[src/design/shell_word_splitter_top_macros.svh]
// ----------------------------------------------------------------------------
// shell word splitter assertion macros
// concurrent checks clocked on clk and disabled while rst_n is low
// ----------------------------------------------------------------------------
`ifndef SHELL_WORD_SPLITTER_TOP_MACROS_SVH
`define SHELL_WORD_SPLITTER_TOP_MACROS_SVH

`ifndef SYNTHESIS

// condition holds at every edge out of reset
`define SWS_CHECK(lbl, cond) \
  lbl: assert property (@(posedge clk) disable iff (!rst_n) (cond)) \
    else $error("sws check failed");

// consequent holds in the same cycle as the antecedent
`define SWS_CHECK_IMPL(lbl, ante, cons) \
  lbl: assert property (@(posedge clk) disable iff (!rst_n) (ante) |-> (cons)) \
    else $error("sws implication failed");

// consequent holds in the cycle after the antecedent
`define SWS_CHECK_NEXT(lbl, ante, cons) \
  lbl: assert property (@(posedge clk) disable iff (!rst_n) (ante) |=> (cons)) \
    else $error("sws next-cycle check failed");

`else

`define SWS_CHECK(lbl, cond)
`define SWS_CHECK_IMPL(lbl, ante, cons)
`define SWS_CHECK_NEXT(lbl, ante, cons)

`endif

`endif

[src/design/sws_pkg.sv]
// ----------------------------------------------------------------------------
// sws_pkg
// shared codes, result record and character helpers of the word splitter
// ----------------------------------------------------------------------------
package sws_pkg;

  // lexer state codes
  localparam logic [2:0] LX_BLANK = 3'd0;
  localparam logic [2:0] LX_WORD  = 3'd1;
  localparam logic [2:0] LX_SQ    = 3'd2;
  localparam logic [2:0] LX_DQ    = 3'd3;
  localparam logic [2:0] LX_BK0   = 3'd4;
  localparam logic [2:0] LX_BK1   = 3'd5;
  localparam logic [2:0] LX_BK2   = 3'd6;

  // result kinds
  localparam logic [1:0] KIND_BYTE    = 2'd0;
  localparam logic [1:0] KIND_END     = 2'd1;
  localparam logic [1:0] KIND_SUMMARY = 2'd2;

  // characters of interest
  localparam logic [7:0] CH_NUL    = 8'h00;
  localparam logic [7:0] CH_HASH   = 8'h23;
  localparam logic [7:0] CH_SQUOTE = 8'h27;
  localparam logic [7:0] CH_DQUOTE = 8'h22;
  localparam logic [7:0] CH_BSLASH = 8'h5c;
  localparam logic [7:0] CH_B      = 8'h62;
  localparam logic [7:0] CH_F      = 8'h66;
  localparam logic [7:0] CH_N      = 8'h6e;
  localparam logic [7:0] CH_R      = 8'h72;
  localparam logic [7:0] CH_T      = 8'h74;
  localparam logic [7:0] CH_ZERO   = 8'h30;
  localparam logic [7:0] CH_SEVEN  = 8'h37;
  localparam logic [7:0] CH_SPACE  = 8'h20;
  localparam logic [7:0] CH_TAB    = 8'h09;
  localparam logic [7:0] CH_CR     = 8'h0d;
  localparam logic [7:0] CH_BS     = 8'h08;
  localparam logic [7:0] CH_FF     = 8'h0c;
  localparam logic [7:0] CH_LF     = 8'h0a;

  localparam logic [7:0] MAX_WORDS_RESET = 8'd64;

  // one result item
  typedef struct packed {
    logic [1:0] kind;
    logic [7:0] data;
    logic [7:0] idx;
    logic [7:0] cnt;
    logic       ovf;
    logic       last;
  } res_t;

  // outcome of one byte in word, single or double quote state
  typedef struct packed {
    logic       emit;
    logic [1:0] kind;
    logic [7:0] data;
    logic [2:0] nstate;
    logic       sv_we;
    logic       sv_val;
  } qstep_t;

  function automatic logic is_space(input logic [7:0] c);
    return (c == CH_SPACE) || ((c >= CH_TAB) && (c <= CH_CR));
  endfunction

  function automatic logic is_oct(input logic [7:0] c);
    return (c >= CH_ZERO) && (c <= CH_SEVEN);
  endfunction

  // single-letter escapes, anything else passes literally
  function automatic logic [7:0] esc_map(input logic [7:0] c);
    logic [7:0] v;
    v = c;
    priority if (c == CH_B) v = CH_BS;
    else if (c == CH_F) v = CH_FF;
    else if (c == CH_N) v = CH_LF;
    else if (c == CH_R) v = CH_CR;
    else if (c == CH_T) v = CH_TAB;
    else v = c;
    return v;
  endfunction

  function automatic res_t mk_res(input logic [1:0] kind, input logic [7:0] data,
                                  input logic [7:0] idx, input logic [7:0] cnt,
                                  input logic ovf);
    res_t r;
    r.kind = kind;
    r.data = data;
    r.idx  = idx;
    r.cnt  = cnt;
    r.ovf  = ovf;
    r.last = 1'b0;
    return r;
  endfunction

  // byte handling inside a word or a quote
  function automatic qstep_t quoted_step(input logic [2:0] st, input logic [7:0] c);
    qstep_t q;
    q.emit   = 1'b0;
    q.kind   = KIND_BYTE;
    q.data   = c;
    q.nstate = st;
    q.sv_we  = 1'b0;
    q.sv_val = 1'b0;
    unique case (st)
      LX_SQ: begin
        if (c == CH_SQUOTE) q.nstate = LX_WORD;
        else q.emit = 1'b1;
      end
      LX_DQ: begin
        priority if (c == CH_BSLASH) begin
          q.sv_we  = 1'b1;
          q.sv_val = 1'b1;
          q.nstate = LX_BK0;
        end else if (c == CH_DQUOTE) begin
          q.nstate = LX_WORD;
        end else begin
          q.emit = 1'b1;
        end
      end
      default: begin
        q.nstate = LX_WORD;
        priority if (is_space(c)) begin
          q.emit   = 1'b1;
          q.kind   = KIND_END;
          q.data   = CH_NUL;
          q.nstate = LX_BLANK;
        end else if (c == CH_SQUOTE) begin
          q.nstate = LX_SQ;
        end else if (c == CH_DQUOTE) begin
          q.nstate = LX_DQ;
        end else if (c == CH_BSLASH) begin
          q.sv_we  = 1'b1;
          q.nstate = LX_BK0;
        end else begin
          q.emit = 1'b1;
        end
      end
    endcase
    return q;
  endfunction

endpackage

[src/design/sws_lexer.sv]
// ----------------------------------------------------------------------------
// sws_lexer
// per-byte lexer state and the up to two results one byte produces
// ----------------------------------------------------------------------------
`include "shell_word_splitter_top_macros.svh"

module sws_lexer (
  input  logic          clk,
  input  logic          rst_n,
  input  logic          cfg_we,
  input  logic [7:0]    cfg_wdata,
  input  logic          in_accept,
  input  logic [7:0]    in_byte,
  output logic [1:0]    res_n,
  output sws_pkg::res_t res0,
  output sws_pkg::res_t res1
);
  import sws_pkg::*;

  logic [2:0] state_r, state_nxt;
  logic       saved_r, saved_nxt;
  logic [7:0] acc_r, acc_nxt;
  logic [7:0] words_r, words_nxt;
  logic       stopped_r, stopped_nxt;
  logic       ovf_r, ovf_nxt;
  logic [7:0] max_words_r;

  logic [2:0] back;
  logic [2:0] qsel;
  logic [7:0] idx_cur;
  logic [7:0] acc_shift;
  qstep_t     qs;
  res_t       r0, r1;
  logic [1:0] n;

  assign back      = saved_r ? LX_DQ : LX_WORD;
  assign idx_cur   = words_r - 8'd1;
  assign acc_shift = {acc_r[4:0], in_byte[2:0]};

  // state that the quoted handling runs in for this byte
  always_comb begin
    if (state_r == LX_WORD || state_r == LX_SQ || state_r == LX_DQ) qsel = state_r;
    else if (state_r == LX_BK1 || state_r == LX_BK2) qsel = back;
    else qsel = LX_WORD;
  end

  assign qs = quoted_step(qsel, in_byte);

  // next state and results
  always_comb begin
    state_nxt   = state_r;
    saved_nxt   = saved_r;
    acc_nxt     = acc_r;
    words_nxt   = words_r;
    stopped_nxt = stopped_r;
    ovf_nxt     = ovf_r;
    r0 = mk_res(KIND_BYTE, CH_NUL, 8'd0, 8'd0, 1'b0);
    r1 = mk_res(KIND_BYTE, CH_NUL, 8'd0, 8'd0, 1'b0);
    n  = 2'd0;
    if (in_byte == CH_NUL) begin
      // line end: close open word, then summary, then clear the line
      if (state_r != LX_BLANK && state_r <= LX_BK2) begin
        r0 = mk_res(KIND_END, CH_NUL, idx_cur, 8'd0, 1'b0);
        r1 = mk_res(KIND_SUMMARY, CH_NUL, 8'd0, words_r, ovf_r);
        n  = 2'd2;
      end else begin
        r0 = mk_res(KIND_SUMMARY, CH_NUL, 8'd0, words_r, ovf_r);
        n  = 2'd1;
      end
      state_nxt   = LX_BLANK;
      saved_nxt   = 1'b0;
      acc_nxt     = 8'd0;
      words_nxt   = 8'd0;
      stopped_nxt = 1'b0;
      ovf_nxt     = 1'b0;
    end else if (!stopped_r) begin
      unique case (state_r)
        LX_WORD, LX_SQ, LX_DQ: begin
          state_nxt = qs.nstate;
          if (qs.sv_we) saved_nxt = qs.sv_val;
          if (qs.emit) begin
            r0 = mk_res(qs.kind, qs.data, idx_cur, 8'd0, 1'b0);
            n  = 2'd1;
          end
        end
        LX_BK0: begin
          if (is_oct(in_byte)) begin
            acc_nxt   = {5'd0, in_byte[2:0]};
            state_nxt = LX_BK1;
          end else begin
            state_nxt = back;
            r0 = mk_res(KIND_BYTE, esc_map(in_byte), idx_cur, 8'd0, 1'b0);
            n  = 2'd1;
          end
        end
        LX_BK1, LX_BK2: begin
          if (is_oct(in_byte)) begin
            if (state_r == LX_BK1) begin
              acc_nxt   = acc_shift;
              state_nxt = LX_BK2;
            end else begin
              state_nxt = back;
              r0 = mk_res(KIND_BYTE, acc_shift, idx_cur, 8'd0, 1'b0);
              n  = 2'd1;
            end
          end else begin
            // flush the escape, then handle the byte in the restored state
            r0 = mk_res(KIND_BYTE, acc_r, idx_cur, 8'd0, 1'b0);
            state_nxt = qs.nstate;
            if (qs.sv_we) saved_nxt = qs.sv_val;
            if (qs.emit) begin
              r1 = mk_res(qs.kind, qs.data, idx_cur, 8'd0, 1'b0);
              n  = 2'd2;
            end else begin
              n  = 2'd1;
            end
          end
        end
        default: begin
          // blank, also for the unused code
          state_nxt = LX_BLANK;
          priority if (is_space(in_byte)) begin
            state_nxt = LX_BLANK;
          end else if (in_byte == CH_HASH) begin
            stopped_nxt = 1'b1;
          end else if (words_r >= max_words_r) begin
            ovf_nxt     = 1'b1;
            stopped_nxt = 1'b1;
          end else begin
            words_nxt = words_r + 8'd1;
            state_nxt = qs.nstate;
            if (qs.sv_we) saved_nxt = qs.sv_val;
            if (qs.emit) begin
              r0 = mk_res(qs.kind, qs.data, words_r, 8'd0, 1'b0);
              n  = 2'd1;
            end
          end
        end
      endcase
    end
    r0.last = (n == 2'd1);
    r1.last = (n == 2'd2);
  end

  assign res_n = n;
  assign res0  = r0;
  assign res1  = r1;

  // lexer state registers
  always_ff @(posedge clk) begin
    if (!rst_n) begin
      state_r   <= LX_BLANK;
      saved_r   <= 1'b0;
      acc_r     <= 8'd0;
      words_r   <= 8'd0;
      stopped_r <= 1'b0;
      ovf_r     <= 1'b0;
    end else if (in_accept) begin
      state_r   <= state_nxt;
      saved_r   <= saved_nxt;
      acc_r     <= acc_nxt;
      words_r   <= words_nxt;
      stopped_r <= stopped_nxt;
      ovf_r     <= ovf_nxt;
    end
  end

  // word limit register
  always_ff @(posedge clk) begin
    if (!rst_n) begin
      max_words_r <= MAX_WORDS_RESET;
    end else if (cfg_we) begin
      max_words_r <= cfg_wdata;
    end
  end

  // checks
  `SWS_CHECK_IMPL(a_last_on_final, res_n == 2'd2, !res0.last && res1.last)
  `SWS_CHECK_IMPL(a_summary_only_at_end, in_byte != CH_NUL,
                  res0.kind != KIND_SUMMARY && res1.kind != KIND_SUMMARY)
  `SWS_CHECK_NEXT(a_line_cleared, in_accept && in_byte == CH_NUL,
                  state_r == LX_BLANK && words_r == 8'd0 && !stopped_r && !ovf_r)

endmodule

[src/design/sws_res_queue.sv]
// ----------------------------------------------------------------------------
// sws_res_queue
// three-slot shifting result queue, slot zero drives the output
// ----------------------------------------------------------------------------
`include "shell_word_splitter_top_macros.svh"

module sws_res_queue (
  input  logic          clk,
  input  logic          rst_n,
  input  logic [1:0]    push_n,
  input  sws_pkg::res_t push0,
  input  sws_pkg::res_t push1,
  input  logic          pop,
  output logic          room,
  output logic          head_valid,
  output sws_pkg::res_t head
);
  import sws_pkg::*;

  localparam int unsigned DEPTH = 3;

  res_t       q_r   [DEPTH];
  res_t       q_nxt [DEPTH];
  res_t       sh    [DEPTH];
  logic [1:0] cnt_r, cnt_nxt;
  logic [1:0] cnt_ap;

  assign cnt_ap     = cnt_r - {1'b0, pop};
  assign cnt_nxt    = cnt_ap + push_n;
  assign room       = (cnt_r <= 2'd1);
  assign head_valid = (cnt_r != 2'd0);
  assign head       = q_r[0];

  // shift out the taken result, then append new ones behind the rest
  always_comb begin
    for (int i = 0; i < DEPTH; i++) begin
      if (pop && i < DEPTH - 1) sh[i] = q_r[i + 1];
      else sh[i] = q_r[i];
      if (2'(i) < cnt_ap) q_nxt[i] = sh[i];
      else if (2'(i) == cnt_ap && push_n != 2'd0) q_nxt[i] = push0;
      else if (2'(i) == cnt_ap + 2'd1 && push_n == 2'd2) q_nxt[i] = push1;
      else q_nxt[i] = sh[i];
    end
  end

  // payload slots
  always_ff @(posedge clk) begin
    for (int i = 0; i < DEPTH; i++) begin
      q_r[i] <= q_nxt[i];
    end
  end

  // fill count
  always_ff @(posedge clk) begin
    if (!rst_n) begin
      cnt_r <= 2'd0;
    end else begin
      cnt_r <= cnt_nxt;
    end
  end

  // checks
  `SWS_CHECK(a_no_overfill, ({1'b0, cnt_ap} + {1'b0, push_n}) <= 3'd3)
  `SWS_CHECK_IMPL(a_push_needs_room, push_n != 2'd0, cnt_r <= 2'd1)

endmodule

[src/design/shell_word_splitter_top.sv]
// Output: a byte's results are registered in the result queue when it is accepted.
// Throughput: one byte per cycle while each byte yields at most one result and
//   out_tready stays high; a byte with two results (escape flush, line end of an
//   open word) needs two transfers on the single result port, and in_tready is low
//   while the three-slot result queue holds more than one result. Reset: synchronous
//   on rst_n low; lexer back to blank, counts cleared, max_words to 64, queue emptied.
// ----------------------------------------------------------------------------
// shell_word_splitter_top
// splits a zero-terminated byte line into sh-style quoted words
// ----------------------------------------------------------------------------
module shell_word_splitter_top (
  input  logic        clk,
  input  logic        rst_n,
  // configuration
  input  logic        cfg_we,
  input  logic [7:0]  cfg_wdata,   // max_words
  // input stream
  input  logic        in_tvalid,
  output logic        in_tready,
  input  logic [7:0]  in_tdata,    // [7:0] in_byte
  // result stream
  output logic        out_tvalid,
  input  logic        out_tready,
  output logic [31:0] out_tdata,   // [7:0] out_byte, [15:8] word_index,
                                   // [23:16] word_count, [24] overflow, rest zero
  output logic [1:0]  out_tuser,   // [1:0] kind
  output logic        out_tlast    // last result of its input byte
);
  import sws_pkg::*;

  logic       in_accept;
  logic [1:0] res_n;
  logic [1:0] push_n;
  res_t       res0, res1;
  res_t       head;
  logic       room;
  logic       head_valid;

  assign in_tready = room;
  assign in_accept = in_tvalid & room;
  assign push_n    = in_accept ? res_n : 2'd0;

  sws_lexer u_lexer (
    .clk       (clk),
    .rst_n     (rst_n),
    .cfg_we    (cfg_we),
    .cfg_wdata (cfg_wdata),
    .in_accept (in_accept),
    .in_byte   (in_tdata),
    .res_n     (res_n),
    .res0      (res0),
    .res1      (res1)
  );

  sws_res_queue u_queue (
    .clk        (clk),
    .rst_n      (rst_n),
    .push_n     (push_n),
    .push0      (res0),
    .push1      (res1),
    .pop        (head_valid & out_tready),
    .room       (room),
    .head_valid (head_valid),
    .head       (head)
  );

  // output packing
  assign out_tvalid = head_valid;
  assign out_tdata  = {7'd0, head.ovf, head.cnt, head.idx, head.data};
  assign out_tuser  = head.kind;
  assign out_tlast  = head.last;

endmodule

[config.mk]
export PLATFORM = sky130hd
export DESIGN_NAME = shell_word_splitter_top
export DESIGN_NICKNAME = d
export VERILOG_FILES = /design/src/design/sws_pkg.sv /design/src/design/sws_lexer.sv /design/src/design/sws_res_queue.sv /design/src/design/shell_word_splitter_top.sv
export VERILOG_INCLUDE_DIRS = /design/src /design/src/design
export SDC_FILE = /design/constraint.sdc
export NUM_CORES = 1
export LEC_CHECK = 0
export BUFFER_PORTS_ARGS = -buffer_cell sky130_fd_sc_hd__buf_2
export CAP_MARGIN = 20
export CORE_ASPECT_RATIO = 0.9
export CORE_MARGIN = 2
export CORE_UTILIZATION = 55
export DETAILED_ROUTE_END_ITERATION = 10
export MAX_ROUTING_LAYER = met4
export PLACE_DENSITY = 0.74
export SETUP_SLACK_MARGIN = 0.2
export SLEW_MARGIN = 40
export SYNTH_ARGS = -nofsm -noshare
export SYNTH_HDL_FRONTEND = slang
export SYNTH_SLANG_ARGS = --single-unit
export TNS_END_PERCENT = 5
[constraint.sdc]
create_clock -name clk -period 5.4 [get_ports clk]
set_input_delay 1.62 -clock clk [delete_from_list [all_inputs] [get_ports clk]]
set_output_delay 1.62 -clock clk [all_outputs]
set_load 0.02 [all_outputs]
Word-level counts from Yosys, hierarchy flattened. Memories as Yosys holds them, arrays and structs flattened. Index checks and enable logic that the tools add are counted.

Memory bits (writable): 84. Output and inout port bits: 37. Input bits: 21. Memories kept: 1. Register bits: 32.

Memories: u_queue.q_r (words 3, bits a word 28, rd ports 3, clocked after Yosys merged registers in 0, write ports 3, line sws_res_queue.sv:22) `res_t q_r [DEPTH];`.

Reduce and logical (&&, ||, !) cells: 30. $add $sub $neg: 5. Order comparisons: 10. Bitwise gates (word level): 2. Eq/ne operators: 38. Multiplexer cells: 114.

Operator list (number): two-way mux 28 bit (24); two-way mux 8 bit (16); one-hot mux 28 bit (3 select lines) (1); two-way mux 26 bit (3); == test 8 x 7 -> 1 bit, second input constant (6); two-way mux 3 bit (16); two-way mux 1 bit (33); == test 8 x 6 -> 1 bit, second input constant (4); two-way mux 2 bit (11); AND reduction 6 bit (3); one-hot mux 8 bit (2 select lines) (1); == test 3 x 2 -> 1 bit, second input constant (4); two-way mux 10 bit (1); == test 3 bit, second input constant (3); logical AND 1 bit (9); two-way mux 9 bit (1); inequality test 3 x 1 -> 1 bit, second input constant (3); one-hot mux 3 bit (3 select lines) (1); adder 8 x 1 -> 8 bit, second input constant (1); >= comparator 8 x 4 -> 1 bit, second input constant (1); >= comparator 8 x 6 -> 1 bit, second input constant (1); >= comparator 8 bit (1); less-or-equal comparator 8 x 4 -> 1 bit, second input constant (1); less-or-equal comparator 8 x 6 -> 1 bit, second input constant (1); other kinds (34) (53).

Depth between registers and ports, before layout. Gate-level depths: netlist (run 1).

Word-level depth: 19. Mapped depth: 13.

By module. Synthesis (run 1) repeated with hierarchy kept, for this count alone.

Cell total of the unflattened synthesis: 802. Area, all modules: 7577.3 µm².

By module, submodules not included: sws_res_queue (cells each 325, sequential area each 2001.9 µm², area each 4201.5 µm², times used 1); sws_lexer (cells each 465, sequential area each 600.6 µm², area each 3294.4 µm², times used 1); shell_word_splitter_top (cells each 12, sequential area each 0.0 µm², area each 81.3 µm², times used 1).

Worst setup path before layout (run 1). No wires, ideal clock.

Path type: input to register. From: input port in_tdata[7]. To: memory u_queue.q_r[0][56] (netlist bit) (enable). Stages on the path: 10. Arrival time: 4.347 ns. Setup slack: 0.669 ns. Path through: buf_2 or4_1 o32a_2 nor3_4 o311a_1 a21o_2 a21boi_4 nor2_4 buf_6 a21o_1.

RTL lines: start: declaration (line shell_word_splitter_top.sv:20) `input logic [7:0] in_tdata,`; end: declaration (line sws_res_queue.sv:22).

==> flow_summary.ini, run 1 <==
[floorplan]
die_w_um = 124
dieArea_sq_um = 13800
fp.coreArea_sq_um = 12600
die_y_um = 112
rows = 39
ios = 58
initial_core_util = 0.562

[route]
num_vias = 6282
wirelength_mm = 19.1
post_drt_wl_per_cell_um = 19.1
avgViaCountPerCell = 6.28
drc = 0
dr.pass1.iters = 6
drt_iter0_markers = 947
postRouteAntennaNets = 0

[setup_path]
end_kind = flip-flop
arrival_ns = 4.60
crit_required_ns = 5.48
critPathMaxFanout = 28
worst_setup_path_start_kind = primary input
worst-setup-path-type = in -> reg

[logic_synthesis]
synthFlopType = dfxtp_1
postSynthCellCount = 830
syn_area_per_cell_sq_um = 8.56
synth_area_leaders = dfxtp_1, edfxtp_1, mux2i_1
yosysTopAreaCellShare = 0.248
netlist_area_sq_um = 7100
synth_top_area_cell = dfxtp_1
yosysSeqAreaShare = 0.366
synth-seq-cells = 116
async_flop_share = 0
synth_warnings = 0
netlist-cell-type-count = 85
synth_edf_count = 28

[global_route]
track_usage = 0.297
grt_max_degree = 44
grt_pass1_vias = 5869
antenna_found_initial = 0
overflow = 0
grt_pass1_wl_mm = 31.3

[cells_and_area]
final_common_cell = nand2_1
final_cell_mix = nand2_1, dfxtp_1, mux2i_1, buf_2, a21oi_1
nFillCells = 1050
diodes = 0
multi_input_area_sq_um = 3940
layout.nets = 856
drive_above_1_share = 0.142
regArea_sq_um = 2600
area_growth_pct = 9.34

[clocking]
cts_hold_repair.buffers = 0
cts_max_path_buffers = 2
cts.sinks = 116
htreeDepth = 4
cts_buffers = 17
cts_tree = built
clockRootBuffer = clkbuf_16
clkTransAtPathRegs_ns = 0.06
insertion_delay_ns = 0.42
cts_resized = 0
cts_setup_buffers = 0

[power]
pwr-share-clk = 0.294
switchingPower_mw = 1.42
seqPwrFrac = 0.341
intPower_mw = 2.39
peakVddDrop_mv = 0.242
fin_total_pwr_mw = 3.81
p_leak_nw = 2.99
comb_power_share = 0.365
swShare = 0.372
powerDensity_nw_per_um2 = 491

[timing]
fin_worst_skew_ns = 0.00661
slew_headroom = 0.429
finalCriticalPeriod_ns = 4.52
min_period_over_period = 0.837
fin_setup_tns_ns = 0
rsz0062_at_grt = false
hold_viol_final = 0
setup_violations = 0
tightest_slew_ns = 0.854
maxSlewViolCount = 0
fmax_mhz = 221

[placed_design]
port_buffers = 50
dp_hpwl_mm = 13.3
place_congestion = 0.946

[flow_run]
maxCapViolCount = 0

[worst_hold_path]
hp-class = reg -> reg

[run_status]
status = finished, final reports clean
[metal layers]
metal	GRT usage	vias to the layer above	wire, um
li1	-	2959	-
met1	0.419	2990	8800
met2	0.428	307	8560
met3	0.0620	26	1500
met4	0.0871	0	272
met5	-	-	0
[through the flow]
step                hold WS, ns   util  cell area [sq um]  setup slack [ns]  cells
floorplan                 0.447      -               7130             0.669    836
detailed placement        0.459  0.567               7170             0.596    969
finish                    0.503  0.614               7770             0.878   1001
global route              0.523  0.614               7770             0.692   1001
CTS                       0.499  0.614               7760              1.02   1001
global placement          0.461  0.567               7170             0.739    969
[critical path, cell delays in order]
cell	delay (ns)
buf_2	0.19
nor4_2	0.45
and3_1	0.63
nor3_1	0.13
and2_1	0.22
a32o_1	0.42
a22oi_2	0.41
a21o_1	0.17
buf_4	0.35
[final timing paths]
path / cells past startpoint / end / slack (ns) / startpoint
worst min-delay path: 2 / u_queue.q_r[0][44] / 0.50 / u_queue.q_r[0][44]
worst max-delay path: 9 / u_queue.q_r[0][57] / 0.88 / in_tdata[7]
worst min register to register: 2 / u_queue.q_r[0][44] / 0.50 / u_queue.q_r[0][44]
worst max register to register: 9 / u_queue.q_r[0][57] / 1.73 / u_lexer.state_r[2]
[power by group through the flow]
stage | registers (mW) | logic, mW | clock network [mW]
after floorplan | 1.28 | 1.17 | 0
after global placement | 1.30 | 1.32 | 0
after detailed placement | 1.32 | 1.36 | 0
after CTS | 1.30 | 1.37 | 1.14
after global routing | 1.33 | 1.53 | 1.18
final | 1.30 | 1.39 | 1.12
[layout make-up]
| class | instances | area share |
|---|---|---|
| clock inverters | 14 | 0.0193 |
| clock buffers | 18 | 0.0565 |
| well taps | 164 | 0.0264 |
| repair buffers | 61 | 0.0445 |
| inverters | 23 | 0.0111 |
| multi-input cells | 605 | 0.507 |
| flip-flops and latches | 116 | 0.335 |
[cells by family after synthesis]
family | Yosys count | synth area share
AND/OR/NAND/NOR | 299 | 0.216
AO/OA/AOI/OAI | 218 | 0.218
flip-flops | 116 | 0.366
buffers and inverters | 115 | 0.0840
multiplexers | 54 | 0.0764
XOR/XNOR | 16 | 0.0197
adder cells (fa/ha/maj) | 11 | 0.0194
other | 1 | 0.000528
[synthesized netlist by cell type, drive strengths merged (8+ instances only)]
cell type	number
dfxtp	88
buf	54
a21oi	49
nor4	8
o21ai	48
inv	23
nor2	36
nand2b	9
edfxtp	28
clkbuf	38
nand3	19
a22oi	14
mux2i	52
nand2	114
nor3	20
a211oi	22
ha	11
nor2b	22
and2	31
a211o	8
xnor2	10
[sequential cells by signal, indices dropped and copies added, names as in the netlist]
signal / flops
u_lexer.stopped_r: 1
u_lexer.acc_r: 8
u_lexer.words_r: 8
u_lexer.max_words_r: 8
u_queue.q_r: 84
u_lexer.ovf_r: 1
u_lexer.state_r: 3
u_lexer.saved_r: 1
u_queue.cnt_r: 2
No activity file was read; power rests on OpenSTA's default activity.
==> run 2, diff against run 1 <==
PLACE_DENSITY = 0.77   (was 0.74)
clock period = 3.9 ns   (was 5.4 ns; I/O delays follow)
==> flow_summary.ini, run 2 (synthesized netlist as in run 1, its figures left out) <==
[cells_and_area]
regArea_sq_um = 2600
utilization = 0.672
drive_above_1_share = 0.226
nFillCells = 1022
final_common_cell = nand2_1
final_cell_mix = nand2_1, buf_4, dfxtp_1, mux2i_1, buf_2
diodes = 0
multi_input_area_sq_um = 3930
area_growth_pct = 19.5
largest_register = u_queue.q_r
largest_register_ff_count = 84
layout.nets = 951

[timing]
setup_violations = 0
worst_slack_ns = 0.369
fin_worst_skew_ns = 0.00818
maxSlewViolCount = 0
fmax_mhz = 283
rsz0062_at_grt = false
hold_viol_final = 0
finalCriticalPeriod_ns = 3.53
holdWs_ns = 0.491
slew_headroom = 0.455
tightest_slew_ns = 0.812
min_period_over_period = 0.905

[route]
postRouteAntennaNets = 0
dr.pass1.iters = 6
num_vias = 6820
wirelength_mm = 20.9
drt_iter0_markers = 936
drc = 0
avgViaCountPerCell = 6.22
post_drt_wl_per_cell_um = 19.1

[power]
fin_total_pwr_mw = 5.48
peakVddDrop_mv = 0.335
powerDensity_nw_per_um2 = 645
p_leak_nw = 3.47

[clocking]
clkTransAtPathRegs_ns = 0.06
cts_setup_buffers = 0
cts_resized = 0
cts_max_path_buffers = 2
insertion_delay_ns = 0.42
htreeDepth = 4
cts_tree = built
cts.sinks = 116
cts_hold_repair.buffers = 0
clockRootBuffer = clkbuf_16
cts_buffers = 17

[floorplan]
rows = 39
ios = 58
fp.coreArea_sq_um = 12600
dieArea_sq_um = 13800
die_y_um = 112
initial_core_util = 0.562
die_w_um = 124

[global_route]
grt_pass1_wl_mm = 33.1
overflow = 0
track_usage = 0.319
grt_use_met3 = 0.0615
grt_pass1_vias = 6509
antenna_found_initial = 0
top_usage_layer = met2
use_met1 = 0.439
grt_max_degree = 44
grt_use_met2 = 0.466

[placed_design]
dp_slack_ns = -0.0903
place_congestion = 1.01
dp_hpwl_mm = 15.4
port_buffers = 50

[setup_path]
cp_top_family = simple AND/OR/NAND/NOR gates
crit_required_ns = 4.25
cp_num_buf_inv = 5
arrival_ns = 3.88
crit_chain = buf_2 > or2_0 > or4_1 > a21oi_2 > buf_4 > nor4_1 > buf_4 > nor2_2 > buf_4 > a21boi_4 > buf_4 > or2_1 > mux2i_1
critPathMaxFanout = 6
crit_top_cell = buf_4
worst_setup_path_start_kind = primary input
worst-setup-path-type = in -> reg
crit_path_max_incr_delay_ns = 0.64
slowest_stage = or4_1
end_kind = flip-flop

[worst_hold_path]
hp-class = reg -> reg

[flow_run]
maxCapViolCount = 0

[run_status]
status = finished, final reports clean
[run 2: changes by cell type in the layout (fill, tap and decap cells not counted), sizes merged]
cell / previous run / this run
buf: 61 / 156
clkbuf: 18 / 21
clkinv: 5 / 3
bufinv: 2 / 3
clkinvlp: 3 / 2
inv: 27 / 26
[run 2: metal layers]
metal / wire length [um] / share of wire / up-vias
li1: - / - / 3150
met4: 370 / 0.018 / 0
met2: 9530 / 0.45 / 359
met3: 1770 / 0.085 / 42
met1: 9280 / 0.44 / 3269
met5: 0 / 0 / -
[run 2: power by group]
group / switching [mW] / internal [mW]
logic: 1.23 / 0.833
clock network: 0.573 / 1.04
registers: 0.181 / 1.62
[run 2: cell type report]
cell class | instances | share of cell area
multi-input cells | 605 | 0.463
flip-flops and latches | 116 | 0.307
repair buffers | 156 | 0.124
clock buffers | 21 | 0.0542
well taps | 164 | 0.0242
clock inverters | 11 | 0.0174
inverters | 23 | 0.0102
[run 2: metrics by stage]
stage               cells  instance area [sq um]  TNS, ns
detailed placement   1064                   7880    -1.40
finish               1096                   8490        0
global route         1096                   8490        0
floorplan             836                   7130        0
global placement     1062                   7860    -4.07
CTS                  1096                   8490        0
[run 2: path summary, 6_finish.rpt]
kind                          startpoint  depth (start not counted)  slack [ns]                endpoint
setup reg to reg      u_lexer.state_r[0]                         10        0.74      u_queue.q_r[0][59]
hold reg to reg   u_lexer.max_words_r[6]                          2        0.49  u_lexer.max_words_r[6]
setup / recovery             in_tdata[1]                         13        0.37      u_queue.q_r[0][38]
hold / removal    u_lexer.max_words_r[6]                          2        0.49  u_lexer.max_words_r[6]
[run 2: worst min-delay path, delay by kind of cell, from the launching register on]
| kind | cells | cell delay [ns] |
|---|---|---|
| compound gates | 1 | 0.08 |
| flops | 1 | 0.29 |
| buf+inv | 1 | 0.07 |
